### config.mk
export PLATFORM = sky130hd
export DESIGN_NAME = tamgc_classify
export DESIGN_NICKNAME = d
export VERILOG_FILES = /design/src/rtl/touch_affine_map_and_grid_classify_defines.svh /design/src/rtl/tamgc_pkg.sv /design/src/rtl/tamgc_classify.sv
export SDC_FILE = /design/constraint.sdc
export NUM_CORES = 1
export LEC_CHECK = 0
export BUFFER_PORTS_ARGS = -buffer_cell sky130_fd_sc_hd__buf_4
export CORE_MARGIN = 2
export CORE_UTILIZATION = 56
export CTS_CLUSTER_DIAMETER = 40
export DETAILED_ROUTE_END_ITERATION = 16
export MAX_ROUTING_LAYER = met4
export PLACE_DENSITY = 0.83
export SYNTH_ARGS = -nofsm -noshare
export SYNTH_HDL_FRONTEND = slang
export SYNTH_SLANG_ARGS = --single-unit
### constraint.sdc
create_clock -name clk -period 6.2 [get_ports clk]
set_input_delay 0.93 -clock clk [delete_from_list [all_inputs] [get_ports clk]]
set_output_delay 0.93 -clock clk [all_outputs]
set_load 0.01 [all_outputs]
### src/rtl/touch_affine_map_and_grid_classify_defines.svh
// Assertion macros shared by the touch mapper RTL.
`ifndef TOUCH_AFFINE_MAP_AND_GRID_CLASSIFY_DEFINES_SVH
`define TOUCH_AFFINE_MAP_AND_GRID_CLASSIFY_DEFINES_SVH

// Implication checked on every clock edge outside reset.
`define TAM_ASSERT(label, clk, rst, prop, msg) \
  label: assert property (@(posedge clk) disable iff (rst) (prop)) else $error(msg);

// Implication checked on every clock edge, reset included.
`define TAM_ASSERT_ALWAYS(label, clk, prop, msg) \
  label: assert property (@(posedge clk) (prop)) else $error(msg);

`endif

### src/rtl/tamgc_pkg.sv
// Package with the shared types and constants of the touch mapper.
`default_nettype none
package tamgc_pkg;
  // Quotient width: the magnitude of the 51-bit signed sum fits in 50 bits.
  localparam int SumW = 50;
  localparam int DivW = 32;

  localparam logic [2:0] RegA = 3'd0;
  localparam logic [2:0] RegB = 3'd1;
  localparam logic [2:0] RegC = 3'd2;
  localparam logic [2:0] RegD = 3'd3;
  localparam logic [2:0] RegE = 3'd4;
  localparam logic [2:0] RegF = 3'd5;
  localparam logic [2:0] RegDiv = 3'd6;
  localparam logic [2:0] RegMode = 3'd7;

  localparam logic [1:0] ModeOff = 2'd0;
  localparam logic [1:0] ModePoint = 2'd1;
  localparam logic [1:0] ModeGrid = 2'd2;

  localparam logic [1:0] StNoEvent = 2'd0;
  localparam logic [1:0] StPoint = 2'd1;
  localparam logic [1:0] StButton = 2'd2;
  localparam logic [1:0] StNone = 2'd3;

  // Control that travels with an item down the divider chain.
  typedef struct packed {
    logic       valid;
    logic [1:0] mode;
    logic       zero_div;
    logic       neg_x;
    logic       neg_y;
  } ctrl_t;

  // One stage of state for the restoring divider.
  typedef struct packed {
    logic [SumW-1:0] rem_x;
    logic [SumW-1:0] quo_x;
    logic [SumW-1:0] rem_y;
    logic [SumW-1:0] quo_y;
    logic [DivW-1:0] dvs;
  } div_t;
endpackage
`default_nettype wire

### src/rtl/tamgc_classify.sv
// Output stage: sign fix, saturation and grid sorting.
`default_nettype none
module tamgc_classify #(
  parameter int ScreenWidth = 320,
  parameter int ScreenHeight = 240
) (
  input  wire logic                         clk,
  input  wire logic                         rst,
  input  wire logic                         en,
  input  tamgc_pkg::ctrl_t                  ctrl_in,
  input  wire logic [tamgc_pkg::SumW-1:0]   quo_x,
  input  wire logic [tamgc_pkg::SumW-1:0]   quo_y,
  output logic                              valid,
  output logic [1:0]                        status,
  output logic [3:0]                        button_index,
  output logic signed [15:0]                pixel_x,
  output logic signed [15:0]                pixel_y
);
  localparam int W = tamgc_pkg::SumW;
  localparam int MW = ScreenWidth * 3 / 100;
  localparam int MH = ScreenHeight * 3 / 100;
  localparam int W1 = ScreenWidth / 3;
  localparam int W2 = (2 * ScreenWidth) / 3;
  localparam int H1 = ScreenHeight / 3;
  localparam int H2 = (2 * ScreenHeight) / 3;

  logic signed [W:0] px;
  logic signed [W:0] py;
  logic [1:0] col;
  logic [1:0] row;
  logic col_ok;
  logic row_ok;
  logic [1:0] status_next;
  logic [3:0] index_next;
  logic signed [15:0] sx;
  logic signed [15:0] sy;

  function automatic logic signed [15:0] sat16(input logic signed [W:0] v);
    if (v > $signed((W+1)'(32767))) begin
      sat16 = 16'sh7fff;
    end else if (v < -$signed((W+1)'(32768))) begin
      sat16 = -16'sh8000;
    end else begin
      sat16 = v[15:0];
    end
  endfunction

  always_comb begin
    px = ctrl_in.neg_x ? -$signed({1'b0, quo_x}) : $signed({1'b0, quo_x});
    py = ctrl_in.neg_y ? -$signed({1'b0, quo_y}) : $signed({1'b0, quo_y});
    sx = sat16(px);
    sy = sat16(py);
    // Column and row decisions with dead-zone margins.
    col_ok = 1'b1;
    col = 2'd0;
    if (px < $signed((W+1)'(W1 - MW))) begin
      col = 2'd0;
    end else if (px > $signed((W+1)'(W1 + MW)) && px < $signed((W+1)'(W2 - MW))) begin
      col = 2'd1;
    end else if (px > $signed((W+1)'(W2 + MW))) begin
      col = 2'd2;
    end else begin
      col_ok = 1'b0;
    end
    row_ok = 1'b1;
    row = 2'd0;
    if (py < $signed((W+1)'(H1 - MH))) begin
      row = 2'd0;
    end else if (py > $signed((W+1)'(H1 + MH)) && py < $signed((W+1)'(H2 - MH))) begin
      row = 2'd1;
    end else if (py > $signed((W+1)'(H2 + MH))) begin
      row = 2'd2;
    end else begin
      row_ok = 1'b0;
    end
    status_next = tamgc_pkg::StPoint;
    index_next = 4'd0;
    if (ctrl_in.mode == tamgc_pkg::ModeOff) begin
      status_next = tamgc_pkg::StNoEvent;
      sx = '0;
      sy = '0;
    end else if (ctrl_in.zero_div) begin
      status_next = tamgc_pkg::StNone;
      sx = '0;
      sy = '0;
    end else if (ctrl_in.mode == tamgc_pkg::ModeGrid) begin
      if (col_ok && row_ok) begin
        status_next = tamgc_pkg::StButton;
        index_next = 4'({2'b00, row} * 4'd3 + {2'b00, col});
      end else begin
        status_next = tamgc_pkg::StNone;
      end
    end
  end

  always_ff @(posedge clk) begin
    if (rst) begin
      valid <= 1'b0;
    end else if (en) begin
      valid <= ctrl_in.valid;
    end
    if (en) begin
      status <= status_next;
      button_index <= index_next;
      pixel_x <= sx;
      pixel_y <= sy;
    end
  end
endmodule
`default_nettype wire

Yosys cells after proc, flatten, opt, wreduce, memory -nomap -nowiden
Cells that the tools add are included.
{"block": "totals", "output_inout_bits": 39, "ff_bits": 39, "wordCells": 55, "inputBits": 109}
{"block": "classes", "n_reduce_logical": 8, "n_addsub": 3, "n_mul": 1, "muxes": 21, "bitwise": 2, "n_eq_ne": 1, "order_cmp": 12}
{"operator": "$gt A51 B16 Y1 const B", "count": 2}
{"operator": "$gt A51 B8 Y1 const B", "count": 2}
{"operator": "$gt A51 B9 Y1 const B", "count": 2}
{"operator": "$lt A51 B16 Y1 const B", "count": 2}
{"operator": "$lt A51 B8 Y1 const B", "count": 2}
{"operator": "$lt A51 B9 Y1 const B", "count": 2}
{"operator": "$mux W51", "count": 2}
{"operator": "$neg A50 Y51", "count": 2}
{"operator": "$mux W16", "count": 2}
{"operator": "$mux W15", "count": 2}
{"operator": "$mux W2", "count": 8}
{"operator": "$mux W1", "count": 7}
{"operator": "$reduce_or A3 Y1", "count": 2}
{"operator": "$add A4 B2 Y4", "count": 1}
{"operator": "$mul A2 B2 Y4 const B", "count": 1}
{"operator": "$reduce_or A4 Y1", "count": 1}
{"operator": "$logic_and A1 B1 Y1", "count": 3}
{"operator": "$eq A2 B2 Y1 const B", "count": 1}
{"operator": "$logic_not A2 Y1", "count": 1}
{"operator": "$not A1 Y1", "count": 2}
{"operator": "$reduce_or A2 Y1", "count": 1}

Depth between registers and ports, before layout
{"block": "depth", "ltp_word": 10, "ltp_mapped": 18, "ltp_nobuf": 17}

Least setup slack after synthesis
No wires, ideal clock.
{"block": "synth_path", "kind": "input-to-reg", "start": "in quo_y[8] (netlist name)", "end": "reg button_index[2], data pin", "path_stages": 17, "setup_ps": 157, "arrival_ps": 5132, "t_required_ps": 6043, "path_buffers": 2, "path_slack_ps": 911, "path_cell_list": "clkbuf_2 -> or3_1 -> clkbuf_1 -> nor3_1 -> nand4_1 -> or3_1 -> o311a_1 -> nor4_1 -> nand4_1 -> or2_2 -> o21a_1 -> fa_1 -> ha_1 -> inv_1 -> fa_1 -> or3_1 -> nor3_1"}
{"block": "synth_between", "elab_chain_cells": 9}
{"element": "start, declared", "line_no": "tamgc_classify.sv:12", "rtl": "input wire logic [tamgc_pkg::SumW-1:0] quo_y,"}
{"element": "$neg A50 Y51", "line_no": "tamgc_classify.sv:50", "rtl": "py = ctrl_in.neg_y ? -$signed({1'b0, quo_y}) : $signed({1'b0, quo_y});"}
{"element": "$mux W51 *", "line_no": "tamgc_classify.sv:50"}
{"element": "branches (longest 7 deep; another with $gt A51 B9 Y1)"}
{"element": "end signal, assigned", "line_no": "tamgc_classify.sv:104", "rtl": "button_index <= index_next;"}
{"element": "end, declared", "line_no": "tamgc_classify.sv:15", "rtl": "output logic [3:0] button_index,"}
Mark *: on every way between the ends.
A chain may end at the register's enable or synchronous reset.

Final worst setup path
{"block": "layout_path", "start": "in quo_y[0] (netlist name)", "end": "reg button_index[2], data pin"}
Same word-level chain as after synthesis.

==> flow_summary_export.csv <==
group,metric,value,unit
grt,grt_pass1_wl,35.3,mm
timing,rsz0062_at_grt,"false",
logic_synthesis,synth_top_cell_area_share,0.184,
detailed_routing,antenna_left,0,
logic_synthesis,ys_seq_elements,39,
die,die_w,109,um
worst_setup_path,critical_path_class,"input port to flop",
detailed_routing,post_drt_wl_per_cell,21.1,um
detailed_routing,drc,0,
grt,grt_overflow,0,
logic_synthesis,async_reset_ff_frac,0,
grt,grt_pass1_vias,6821,
timing,hold_ws,0.506,ns
status,outcome,"finished, final reports clean",
power,p_per_area,125,mW/mm^2
clocking,cts_resized,0,
logic_synthesis,synth_edf_count,38,
timing,clock_skew,0,ns
min_path,whs_path_depth,2,
logic_synthesis,yosys_most_used_dff,"edfxtp_1",
timing,setup_violations,0,
logic_synthesis,syn_nets,930,
worst_setup_path,reg2reg_from,"valid",
timing,setup_tns,0,ns
grt,grt_busiest_layer,"met2",
clocking,tritoncts,"done",
timing,finalHoldViolCount,0,
die,ios,148,
layout,layout_common_cells,"buf_4 (172), nor2_1 (72), nand2_1 (53)",
timing,post-route-period-util,0.927,
clocking,clk_latency,0.29,ns
detailed_routing,totalWireLength,22.7,mm
detailed_routing,firstDrtPassIters,5,
layout,area_growth,20.5,%
grt,grt.met2_usage,0.588,
logic_synthesis,ys_seq_area_frac,0.187,
grt,use_met1,0.514,
grt,grt_max_degree,54,
placement,dp_hpwl,17.6,mm
logic_synthesis,synthesis.area,0.00620,mm^2
layout,fin_util,0.689,
worst_setup_path,r2r_end,"valid",
worst_setup_path,crit_chain,"buf_4, inv_1, ha_1, nor3b_2, nand2_2, o41ai_1, xor2_1, nand4_1, a2111oi_2, nand4_1, or2_2, o21a_1, fa_1, ha_1, inv_1, fa_1, or3_1, nor3_1",
die,die-area,0.0119,mm^2
logic_synthesis,yosysUniqueCellTypes,94,
power,p_leak,2.60,nW
worst_setup_path,cp_slowest_cell,"o41ai_1",
clocking,cts-root-buf,"clkbuf_8",
clocking,clock_path_buffers,2,
placement,placed_cells,1068,
logic_synthesis,synth.area.top_cells,"edfxtp_1 (18%), xnor2_1 (5.1%), xor2_1 (4.5%)",
layout,insertedDiodeCount,0,
die,core.rowCount,38,
min_path,whs_endpoint,"valid",
clocking,clock_sinks,39,
timing,report.final.slew_viol_count,0,
die,start_util,0.572,
timing,worst_pin_slew,1.25,ns
worst_setup_path,crit_path_end_kind,"flop",
clocking,postCtsHoldBufs,0,
detailed_routing,first_iter_violations,868,
grt,track_usage,0.383,
worst_setup_path,slowest_delay,0.52,ns
logic_synthesis,synth_top_area_cell,"edfxtp_1",
clocking,clk_pin_slew,0.09,ns
die,core-area,0.0108,mm^2
worst_setup_path,critPathArrivalTime,5.90,ns
grt,antenna_found_initial,0,
layout,nets,1050,
worst_setup_path,reg2reg_slack,5.62,ns
placement,gp_congestion,1.10,
clocking,post_cts_buffers,0,
clocking,numCtsBuffers,5,
worst_setup_path,crit_path_start_kind,"input port",
timing,slew_headroom,0.165,
job,cap_violations,0,
timing,finalCriticalPeriod,5.75,ns
logic_synthesis,syn_avg_cell_area,7.60,um^2
detailed_routing,vias,7677,
worst_setup_path,cp.required,6.35,ns
layout,regArea,0.00116,mm^2
logic_synthesis,synth_cells,815,
worst_setup_path,cp_max_fo,13,
layout,n_fill_cell,915,
layout,drive_gt1_frac,0.245,
placement,port_buffers,147,
worst_setup_path,critPathLaunch,"quo_y[0]",
layout,multiInputGateArea,0.00464,mm^2
worst_setup_path,worst-r2r-cell-count,2,
logic_synthesis,synth_warnings,0,
min_path,min_path_type,"flop to flop",
timing,fmax,174,MHz
power,vdd_drop_max,0.000316,V
clocking,htreeDepth,2,
die,die_y,109,um
layout,layoutNonFillerInstCount,1076,
grt,gr-usage-met3,0.0520,
min_path,hold_start,"valid",
detailed_routing,via_per_inst,7.13,
layout,final_common_cell,"buf_4",
kinds of logic after synthesis:
| family | synth area share |
|---|---|
| buffers and inverters | 0.0634 |
| AO/OA/AOI/OAI | 0.253 |
| adder cells (fa/ha/maj) | 0.0145 |
| flip-flops | 0.187 |
| AND/OR/NAND/NOR | 0.376 |
| multiplexers | 0.0101 |
| XOR/XNOR | 0.0961 |
critical path: cells and delay by family:
| family | cells | cell delay (ns) |
|---|---|---|
| and+or+nand+nor | 7 | 2.01 |
| buffers and inverters | 3 | 0.33 |
| adders and majority gates | 4 | 1.39 |
| xor gates and xnor gates | 1 | 0.24 |
| AOI/OAI and AO/OA | 3 | 0.98 |
through the flow:
| stage | power, mW | area [um^2] | worst slack (ns) |
|---|---|---|---|
| after CTS | 0.921 | 7460 | 0.590 |
| after global routing | 0.972 | 7460 | 0.239 |
| final | 0.935 | 7460 | 0.451 |
| after floorplan | 0.540 | 6200 | 0.911 |
| after global placement | 0.700 | 7360 | 0.383 |
| after detailed placement | 0.714 | 7360 | 0.279 |
synthesized netlist by cell type (23+ instances only):
cell / number
edfxtp_1: 38
clkbuf_1: 34
nor4_1: 36
o21ai_0: 51
nor3_1: 41
nor2_1: 72
o31ai_1: 23
nand2_1: 53
nand4_1: 30
xor2_1: 32
a21oi_1: 24
nand3_1: 32
xnor2_1: 36
state kept, by name, summed over array words and instances (netlist names):
signal,flops
status,2
pixel_y,16
button_index,4
valid,1
pixel_x,16
metal layers:
metal,vias up,routed length (um)
li1,3431,-
met1,3548,9010
met2,623,10200
met3,75,2720
met4,0,743
met5,-,0
worst max-delay path by stage:
| stage | to | slack [ns] |
|---|---|---|
| after floorplan | button_index[2] | 0.91 |
| after CTS | button_index[2] | 0.59 |
| after global routing | button_index[2] | 0.24 |
| after detailed placement | button_index[2] | 0.28 |
| final | button_index[2] | 0.45 |
| after global placement | button_index[2] | 0.38 |
area by class of cell:
class                      count  share of cell area
clock buffer                   5             0.00922
clock inverter                 3             0.00520
inverter                      23              0.0116
multi-input combinational    694               0.622
sequential                    39               0.156
tap                          140              0.0235
timing repair buffer         172               0.173
where the power goes:
group	switching (mW)	total (mW)	leakage (nW)	internal (mW)
registers	0.00671	0.323	0.374	0.317
clock network	0.0959	0.214	0.0556	0.118
logic	0.235	0.398	2.17	0.163
Note: power is estimated with default switching activity, not from simulation.
