<file path="src/rtl/touch_affine_map_and_grid_classify_defines.svh">
// Assertion macros shared by the touch mapper RTL.
`ifndef TOUCH_AFFINE_MAP_AND_GRID_CLASSIFY_DEFINES_SVH
`define TOUCH_AFFINE_MAP_AND_GRID_CLASSIFY_DEFINES_SVH

// Implication checked on every clock edge outside reset.
`define TAM_ASSERT(label, clk, rst, prop, msg) \
  label: assert property (@(posedge clk) disable iff (rst) (prop)) else $error(msg);

// Implication checked on every clock edge, reset included.
`define TAM_ASSERT_ALWAYS(label, clk, prop, msg) \
  label: assert property (@(posedge clk) (prop)) else $error(msg);

`endif

</file>
<file path="src/rtl/tamgc_pkg.sv">
// Package with the shared types and constants of the touch mapper.
`default_nettype none
package tamgc_pkg;
  // Quotient width: the magnitude of the 51-bit signed sum fits in 50 bits.
  localparam int SumW = 50;
  localparam int DivW = 32;

  localparam logic [2:0] RegA = 3'd0;
  localparam logic [2:0] RegB = 3'd1;
  localparam logic [2:0] RegC = 3'd2;
  localparam logic [2:0] RegD = 3'd3;
  localparam logic [2:0] RegE = 3'd4;
  localparam logic [2:0] RegF = 3'd5;
  localparam logic [2:0] RegDiv = 3'd6;
  localparam logic [2:0] RegMode = 3'd7;

  localparam logic [1:0] ModeOff = 2'd0;
  localparam logic [1:0] ModePoint = 2'd1;
  localparam logic [1:0] ModeGrid = 2'd2;

  localparam logic [1:0] StNoEvent = 2'd0;
  localparam logic [1:0] StPoint = 2'd1;
  localparam logic [1:0] StButton = 2'd2;
  localparam logic [1:0] StNone = 2'd3;

  // Control that travels with an item down the divider chain.
  typedef struct packed {
    logic       valid;
    logic [1:0] mode;
    logic       zero_div;
    logic       neg_x;
    logic       neg_y;
  } ctrl_t;

  // One stage of state for the restoring divider.
  typedef struct packed {
    logic [SumW-1:0] rem_x;
    logic [SumW-1:0] quo_x;
    logic [SumW-1:0] rem_y;
    logic [SumW-1:0] quo_y;
    logic [DivW-1:0] dvs;
  } div_t;
endpackage
`default_nettype wire

</file>
<file path="src/rtl/tamgc_div_cell.sv">
// One cell of the divider chain: one quotient bit per coordinate.
`default_nettype none
module tamgc_div_cell #(
  parameter int BitPos = 0
) (
  input  wire logic            clk,
  input  wire logic            rst,
  input  wire logic            en,
  input  tamgc_pkg::ctrl_t     ctrl_in,
  input  tamgc_pkg::div_t      data_in,
  output tamgc_pkg::ctrl_t     ctrl_out,
  output tamgc_pkg::div_t      data_out
);
  localparam int W = tamgc_pkg::SumW;
  tamgc_pkg::div_t data_next;
  logic [W:0] trial_x;
  logic [W:0] trial_y;
  logic [W:0] dvs_ext;

  // Shift in one dividend bit and try to subtract the divisor.
  always_comb begin
    data_next = data_in;
    dvs_ext = {{(W + 1 - tamgc_pkg::DivW){1'b0}}, data_in.dvs};
    trial_x = {data_in.rem_x, data_in.quo_x[BitPos]} - dvs_ext;
    trial_y = {data_in.rem_y, data_in.quo_y[BitPos]} - dvs_ext;
    if (!trial_x[W]) begin
      data_next.rem_x = trial_x[W-1:0];
      data_next.quo_x[BitPos] = 1'b1;
    end else begin
      data_next.rem_x = {data_in.rem_x[W-2:0], data_in.quo_x[BitPos]};
      data_next.quo_x[BitPos] = 1'b0;
    end
    if (!trial_y[W]) begin
      data_next.rem_y = trial_y[W-1:0];
      data_next.quo_y[BitPos] = 1'b1;
    end else begin
      data_next.rem_y = {data_in.rem_y[W-2:0], data_in.quo_y[BitPos]};
      data_next.quo_y[BitPos] = 1'b0;
    end
  end

  always_ff @(posedge clk) begin
    if (rst) begin
      ctrl_out.valid <= 1'b0;
    end else if (en) begin
      ctrl_out.valid <= ctrl_in.valid;
    end
    if (en) begin
      ctrl_out.mode <= ctrl_in.mode;
      ctrl_out.zero_div <= ctrl_in.zero_div;
      ctrl_out.neg_x <= ctrl_in.neg_x;
      ctrl_out.neg_y <= ctrl_in.neg_y;
      data_out <= data_next;
    end
  end
endmodule
`default_nettype wire

</file>
<file path="config.mk">
export PLATFORM = sky130hd
export DESIGN_NAME = tamgc_div_cell
export DESIGN_NICKNAME = d
export VERILOG_FILES = /design/src/rtl/touch_affine_map_and_grid_classify_defines.svh /design/src/rtl/tamgc_pkg.sv /design/src/rtl/tamgc_div_cell.sv
export SDC_FILE = /design/constraint.sdc
export NUM_CORES = 1
export LEC_CHECK = 0
export BUFFER_PORTS_ARGS = -buffer_cell sky130_fd_sc_hd__buf_2
export CAP_MARGIN = 10
export CORE_AREA = 3 3 215 217
export DETAILED_ROUTE_END_ITERATION = 6
export DIE_AREA = 0 0 218 220
export GPL_ROUTABILITY_DRIVEN = 0
export PLACE_DENSITY = 0.49
export SLEW_MARGIN = 20
export SYNTH_ARGS = -nofsm -noshare
export SYNTH_HDL_FRONTEND = slang
export SYNTH_SLANG_ARGS = --single-unit
</file>
<file path="constraint.sdc">
create_clock -name clk -period 8.6 [get_ports clk]
set_clock_uncertainty 0.15 [all_clocks]
set_input_delay 1.72 -clock clk [delete_from_list [all_inputs] [get_ports clk]]
set_output_delay 1.72 -clock clk [all_outputs]
set_load 0.05 [all_outputs]
</file>
Word level (Yosys, flattened, before mapping)
Cells that the tools add are included.

Bits in registers: 238. Input port bits: 241. Output and inout bits: 238. Logic and storage cells: 16.

Add/subtract/negate cells: 2. Multiplexer cells: 4.

Operators by type and width (count): $sub A51 B32 Y51 (2); $mux W50 (2); $mux W1 (2).

Longest topological paths before layout
Gate-level depths: netlist of run 1.

Depth after elaboration: 2. Gate-level depth with buffers: 14. Mapped depth without buffers: 13.

Worst setup path after synthesis of run 1
OpenSTA, ideal clock, no wires.

Kind: input port to flip-flop. From: in data_in[32] in the netlist's numbering. To: reg data_out[131] in the netlist's numbering (data pin). Library setup time: 0.258 ns. Data arrival time: 4.183 ns. Data required time: 8.192 ns. Path slack: 4.009 ns. Stages on the path: 12. Path buffers: 0. Cells stage by stage: inv_1 -> ha_1 -> fa_1 -> nor2b_1 -> o2111ai_1 -> a211oi_1 -> o2111ai_1 -> a31o_2 -> a2111o_1 -> a21oi_1 -> nand3_1 -> xnor2_1.

RTL lines: start, declared (RTL line tamgc_div_cell.sv:10) `input tamgc_pkg::div_t data_in,`; end signal, assigned (RTL line tamgc_div_cell.sv:53) `data_out <= data_next;`; end, declared (RTL line tamgc_div_cell.sv:12) `output tamgc_pkg::div_t data_out`.

==> impl_results.md, run 1 <==
* Max transition margin at 37.0%
* Gr ovfl total at 0
* Post-DP HPWL at 36800 um
* Initial DRT Pass Iterations at 5
* Critical Path RT at 8.74 ns
* Outcome: finished clean
* ANT nets after route at 0
* Dominant synthesized flop cell: edfxtp_1
* Clk root buf: clkbuf_16
* Min-delay worst type: reg -> reg
* Num CTS Buffers at 28
* Share of cells above drive strength 1 at 33.8%
* Worst slack at placement at 2.81 ns
* Worst-path maximum fanout at 46
* Worst Path Arrival at 5.29 ns
* Port bufs at 478
* Final #Nets at 1865
* Crit path kind: in -> reg
* Worst Setup Start Kind: input pin
* Multi-input logic area at 0.00496 mm2
* Reg area at around 0.0071 mm2
* IO Count at 479
* Final slew viol count at 0
* PostCTS Resize Cnt at 0
* Largest net degree at the start of global routing at between 100 and 150
* Min Tclk post-route at 5.15 ns
* First-pass GRT wire length at approximately 65000 um
* Core Region at approximately 0.044 mm2
* Synth warnings at 0
* Row cnt at 77
* Setup WS post-layout at between 3 and 4 ns
* Commonest non-fill, non-tap cells in the layout: 477 x buf_2, 237 x edfxtp_1, 122 x nand2_1, 105 x o21ai_0, 74 x a21oi_1
* Area grow syn2layout at 31.8%
* CP endpoint kind: register
* CTS Buffer Depth at 3
* P per Cell Area at between 200 and 250 mW/mm2
* Initial Utilization at approximately 28%
* Fill count at ~4500
* Fin. Hold Viols at 0
* Syn nets at 1403
* Die X at 218 um
* Min Hold Slack at 0.353 ns
* Initial antenna violation count at 15
* Commonest non-fill, non-tap cell in the layout: buf_2
* DRC at 0
* Clock Sinks at 238
* Dpl cells at 2120
* Max_cap viols at 0
* Worst IR Drop VDD at 145 uV
* Post-synth EDFFs at between 200 and 250
* Die area at around 0.048 mm2
* Total global-route track usage at 17.9%
* Clock slew at reported path FFs at 0.06 ns
* H-Tree Depth at 1
* Clk Latency, worst-skew pair at roughly 0.56 ns
* Tcrit/Tclk final at about three fifths
* Worst-margin pin slew at ~0.95 ns
* CTS tree: built
* Setup TNS at 0 ns
* Vias at 10400
* Fin cells at 2173
* Sequential share of the synthesized area at approximately 57%
* Cells after synthesis at around 1100
* # hold bufs at CTS at 0
* Setup Fix Bufs, Post-CTS at 0
* Fmax at 194 MHz
* Yosys cell types at 60
* Height of the die at 220 um
* Final core occ at 37.1%
* Final WL at 45400 um
* Mean post-synth cell area at ~11 um2
* Vias in the first global route at 10200
* Vias per std cell at approximately 4.8
* Yosys reg bits at 238
* RSZ-0062 raised after global routing: no
* Drt initial violations at approximately 560
* Final setup vio count at 0
* Synthesized area at 0.0125 mm2
* Post-synth ARST share at 0%
* Leak pwr at 6.85 nW
* DR WL/cell at 20.9 um
## sequential cells by signal, indices dropped and copies added (netlist names)
signal    count
data_out    232
ctrl_out      6
## cells in the mapped netlist, drive strengths merged, types with 3 or more instances
library cell	count	area share [%]
a31oi	6	0.30
clkbuf	39	1.2
a31o	4	0.28
nor4	12	0.72
ha	64	6.4
o31ai	10	0.60
nor2b	7	0.35
or3	13	0.65
xor2	51	3.6
a21boi	3	0.18
nand4	30	1.5
or4	9	0.57
edfxtp	237	57
nor3b	3	0.18
a21o	16	0.96
xnor2	43	3.0
buf	10	0.44
o21a	12	0.72
nand3	13	0.52
nand2b	11	0.55
o211ai	6	0.36
o21ai	107	4.3
nor4b	4	0.33
nand2	122	3.7
inv	52	1.6
a21oi	74	3.0
or2	3	0.15
a211oi	7	0.42
nor2	47	1.4
o2111ai	5	0.35
o21bai	16	0.96
and2	7	0.35
and3	3	0.15
nor3	26	1.1
## through the flow
step	power, mW	cell area [um2]
CTS	3.68	16400
detailed placement	2.41	15500
global route	3.79	16400
finish	3.62	16400
global placement	2.41	15500
floorplan	2.11	12500
## worst max-delay path: stages
cell       delay (ns)
buf_2            0.09
inv_1            0.07
ha_1             0.35
nor2b_1          0.16
o31ai_1          0.45
a2111oi_0        0.28
o211ai_1         0.23
nand2_1          0.12
nor4b_2          0.49
xor2_4           0.67
buf_4            0.49
o21ai_0          0.15
## kinds of logic (layout without fill, tap and decap cells)
| kind of cell | Yosys count | count (layout) | synth area share, % |
|---|---|---|---|
| adders and majority gates | 66 | 66 | 6.74 |
| buffers and inverters | 101 | 580 | 3.18 |
| and+or+nand+nor | 312 | 312 | 12.4 |
| muxes | 2 | 2 | 0.171 |
| DFF | 238 | 238 | 57.3 |
| xor gates and xnor gates | 94 | 94 | 6.66 |
| AOI/OAI and AO/OA | 283 | 283 | 13.6 |
| other | 0 | 6 | 0 |
## power by group
group          total, mW  switching (mW)  internal (mW)  leakage [nW]
clock network       1.24           0.494          0.745         0.449
logic              0.950           0.706          0.244          4.08
registers           1.43          0.0281           1.40          2.33
total               3.62            1.23           2.39          6.85
## layout make-up
| class | instances | area share, % |
|---|---|---|
| Antenna cell | 6 | 0.0914 |
| Clock buffer | 33 | 4.38 |
| Clock inverter | 14 | 1.36 |
| Inverter | 52 | 1.19 |
| Multi-Input combinational cell | 757 | 30.2 |
| Sequential cell | 238 | 43.4 |
| Tap cell | 592 | 4.51 |
| Timing Repair Buffer | 481 | 14.8 |
## per-layer routing
metal	vias to the layer above	GRT usage [%]	routed length [um]
met5	-	0	114
met4	14	4.37	1100
met3	69	6.43	4470
met2	411	31.1	22000
met1	4892	21.2	17700
li1	5007	-	-
## path summary, 6_finish.rpt
kind	from	to	slack, ns	cells after the start
setup / recovery	data_in[2]	data_out[182]	3.45	12
hold / removal	ctrl_out[5]	ctrl_out[5]	0.35	2
setup reg to reg	ctrl_out[5]	ctrl_out[5]	7.87	2
hold reg to reg	ctrl_out[5]	ctrl_out[5]	0.35	2
Power figures use the tool's default switching activity.
==> run 2, diff against run 1 <==
Clock period 8.6 ns to 5.1 ns, I/O delays scaled along.
==> run 2 against run 1 <==
Against the previous run: flip-flop and latch count is the same; sequential power rose by 69%; first-iteration DRC count up 30%; critical path type unchanged; die area did not move; via count rose by 1.1%; power up 70%; largest cell class unchanged; sequential share of layout area shrank 0.26 points; global-route usage hardly changed; worst hold slack improved by 0.0042 ns; worst setup slack worse by 2.5 ns; combinational power grew 69%; largest power group unchanged.
==> impl_results.md, run 2 (synthesis results as in run 1) <==
* Outcome: finished clean
* Vias per std cell at about 4.8
* CTS tree: built
* DRC at 0
* CP dominant cell by count: a2111oi_0
* H-Tree Depth at 1
* Worst IR Drop VDD at 239 uV
* Clock slew at reported path FFs at ~0.06 ns
* Total global-route track usage at between 15 and 20%
* Largest net degree at the start of global routing at 87
* Initial DRT Pass Iterations at 5
* Fmax at 239 MHz
* IO Count at 479
* Tcrit/Tclk final at 82.0%
* Die area at around 0.048 mm2
* Worst Path Arrival at 4.33 ns
* Initial Utilization at between 20% and 30%
* Final Cell Area at 0.0165 mm2
* P per Cell Area at 373 mW/mm2
* Placed Instance Area at 0.0155 mm2
* Clk root buf: clkbuf_16
* Fin. Hold Viols at 0
* Crit path kind: in -> reg
* # hold bufs at CTS at 0
* Final setup vio count at 0
* Max_cap viols at 0
* DR WL/cell at approximately 21 um
* Critical Path RT at 5.25 ns
* Gr ovfl total at 0
* Vias in the first global route at 10200
* CTS Buffer Depth at 3
* Critical-path cell list: buf_2, inv_1, ha_1, nor2b_1, o31ai_1, a2111oi_0, buf_4, o211ai_1, nand2_1, nor4b_2, xor2_4, buf_12, a2111oi_0, xor2_1
* Drt initial violations at 726
* Clk Latency, worst-skew pair at 0.56 ns
* Largest regs: data_out: 232 flops, ctrl_out: 6 flops
* Dpl cells at 2127
* Leak pwr at between 6 and 7 nW
* Num CTS Buffers at 29
* Post-DP HPWL at roughly 38000 um
* Port bufs at 478
* Max transition margin at 50.6%
* Commonest non-fill, non-tap cell in the layout: buf_2
* RSZ-0062 raised after global routing: no
* Row cnt at 77
* Commonest non-fill, non-tap cells in the layout: 477 x buf_2, 237 x edfxtp_1, 122 x nand2_1, 105 x o21ai_0, 74 x a21oi_1
* ANT nets after route at 0
* Min Tclk post-route at 4.18 ns
* Share of cells above drive strength 1 at 34.4%
* Critical Path Max Stage Delay at ~0.5 ns
* Final core occ at between 30% and 40%
* Min-delay worst type: reg -> reg
* Worst-path maximum fanout at 80
* WP buf/inv at 4
* Design Power at 6.16 mW
* Slowest CP cell: nor4b_2
* Setup TNS at 0 ns
* Reg with most FFs: data_out
* Worst Setup Start Kind: input pin
* Area grow syn2layout at 32.6%
* Largest register FFs at 232
* Final slew viol count at 0
* PostCTS Resize Cnt at 0
* Core Region at 0.0443 mm2
* Setup Fix Bufs, Post-CTS at 0
* Clock Sinks at 238
* Fin cells at between 2000 and 2500
* Final #Nets at 1873
* Vias at 10500
* Final WL at 45700 um
* Worst-margin pin slew at 0.740 ns
* Die X at 218 um
* Initial antenna violation count at 14
* First-pass GRT wire length at 64800 um
* Delay-heaviest family, CP: compound AO/OA/AOI/OAI gates
* Height of the die at 220 um
* CP endpoint kind: register
[run 2: changes by cell type in the layout (fill, tap and decap cells not counted), moves of 2 or more]
cell / change
diode_2: -4
inv_6: +4
buf_12: +2
buf_4: +5
clkinv_2: +4
clkinv_4: -2
[run 2: layer usage]
layer	GRT usage [%]	vias to the layer above	wire length, um
met5	0	-	87
li1	-	5030	-
met4	3.85	12	947
met2	31.9	416	22400
met1	21.2	4980	18100
met3	5.78	70	4190
[run 2: where the power goes]
part	internal, mW	switching (mW)
clock network	1.29	0.839
logic	0.418	1.19
registers	2.37	0.0489
total	4.08	2.08
[run 2: worst min-delay path: stages (launching register included)]
cell and delay, ns:
dfxtp_1 0.33, mux2i_1 0.07, nor2_1 0.08
[run 2: worst paths after layout]
| kind | start | end | slack [ns] | cells after the start |
|---|---|---|---|---|
| max | data_in[2] | data_out[229] | 0.92 | 14 |
| min | ctrl_out[5] | ctrl_out[5] | 0.36 | 2 |
| max reg2reg | ctrl_out[5] | ctrl_out[5] | 4.36 | 2 |
| min reg2reg | ctrl_out[5] | ctrl_out[5] | 0.36 | 2 |
[run 2: per-stage QoR]
step | setup WS, ns | hold WS, ns
detailed placement | 0.231 | 0.334
floorplan | 1.21 | 0.583
finish | 0.917 | 0.357
global route | 0.667 | 0.369
global placement | 0.348 | 0.320
CTS | 0.838 | 0.358
[run 2: layout make-up]
| class | count | area (um2) |
|---|---|---|
| Multi-Input combinational cell | 757 | 4960 |
| Inverter | 52 | 195 |
| Antenna cell | 2 | 5.00 |
| Clock inverter | 20 | 235 |
| Timing Repair Buffer | 488 | 2510 |
| Sequential cell | 238 | 7140 |
| Fill cell | 4479 | 27800 |
| Clock buffer | 33 | 741 |
| Tap cell | 592 | 741 |
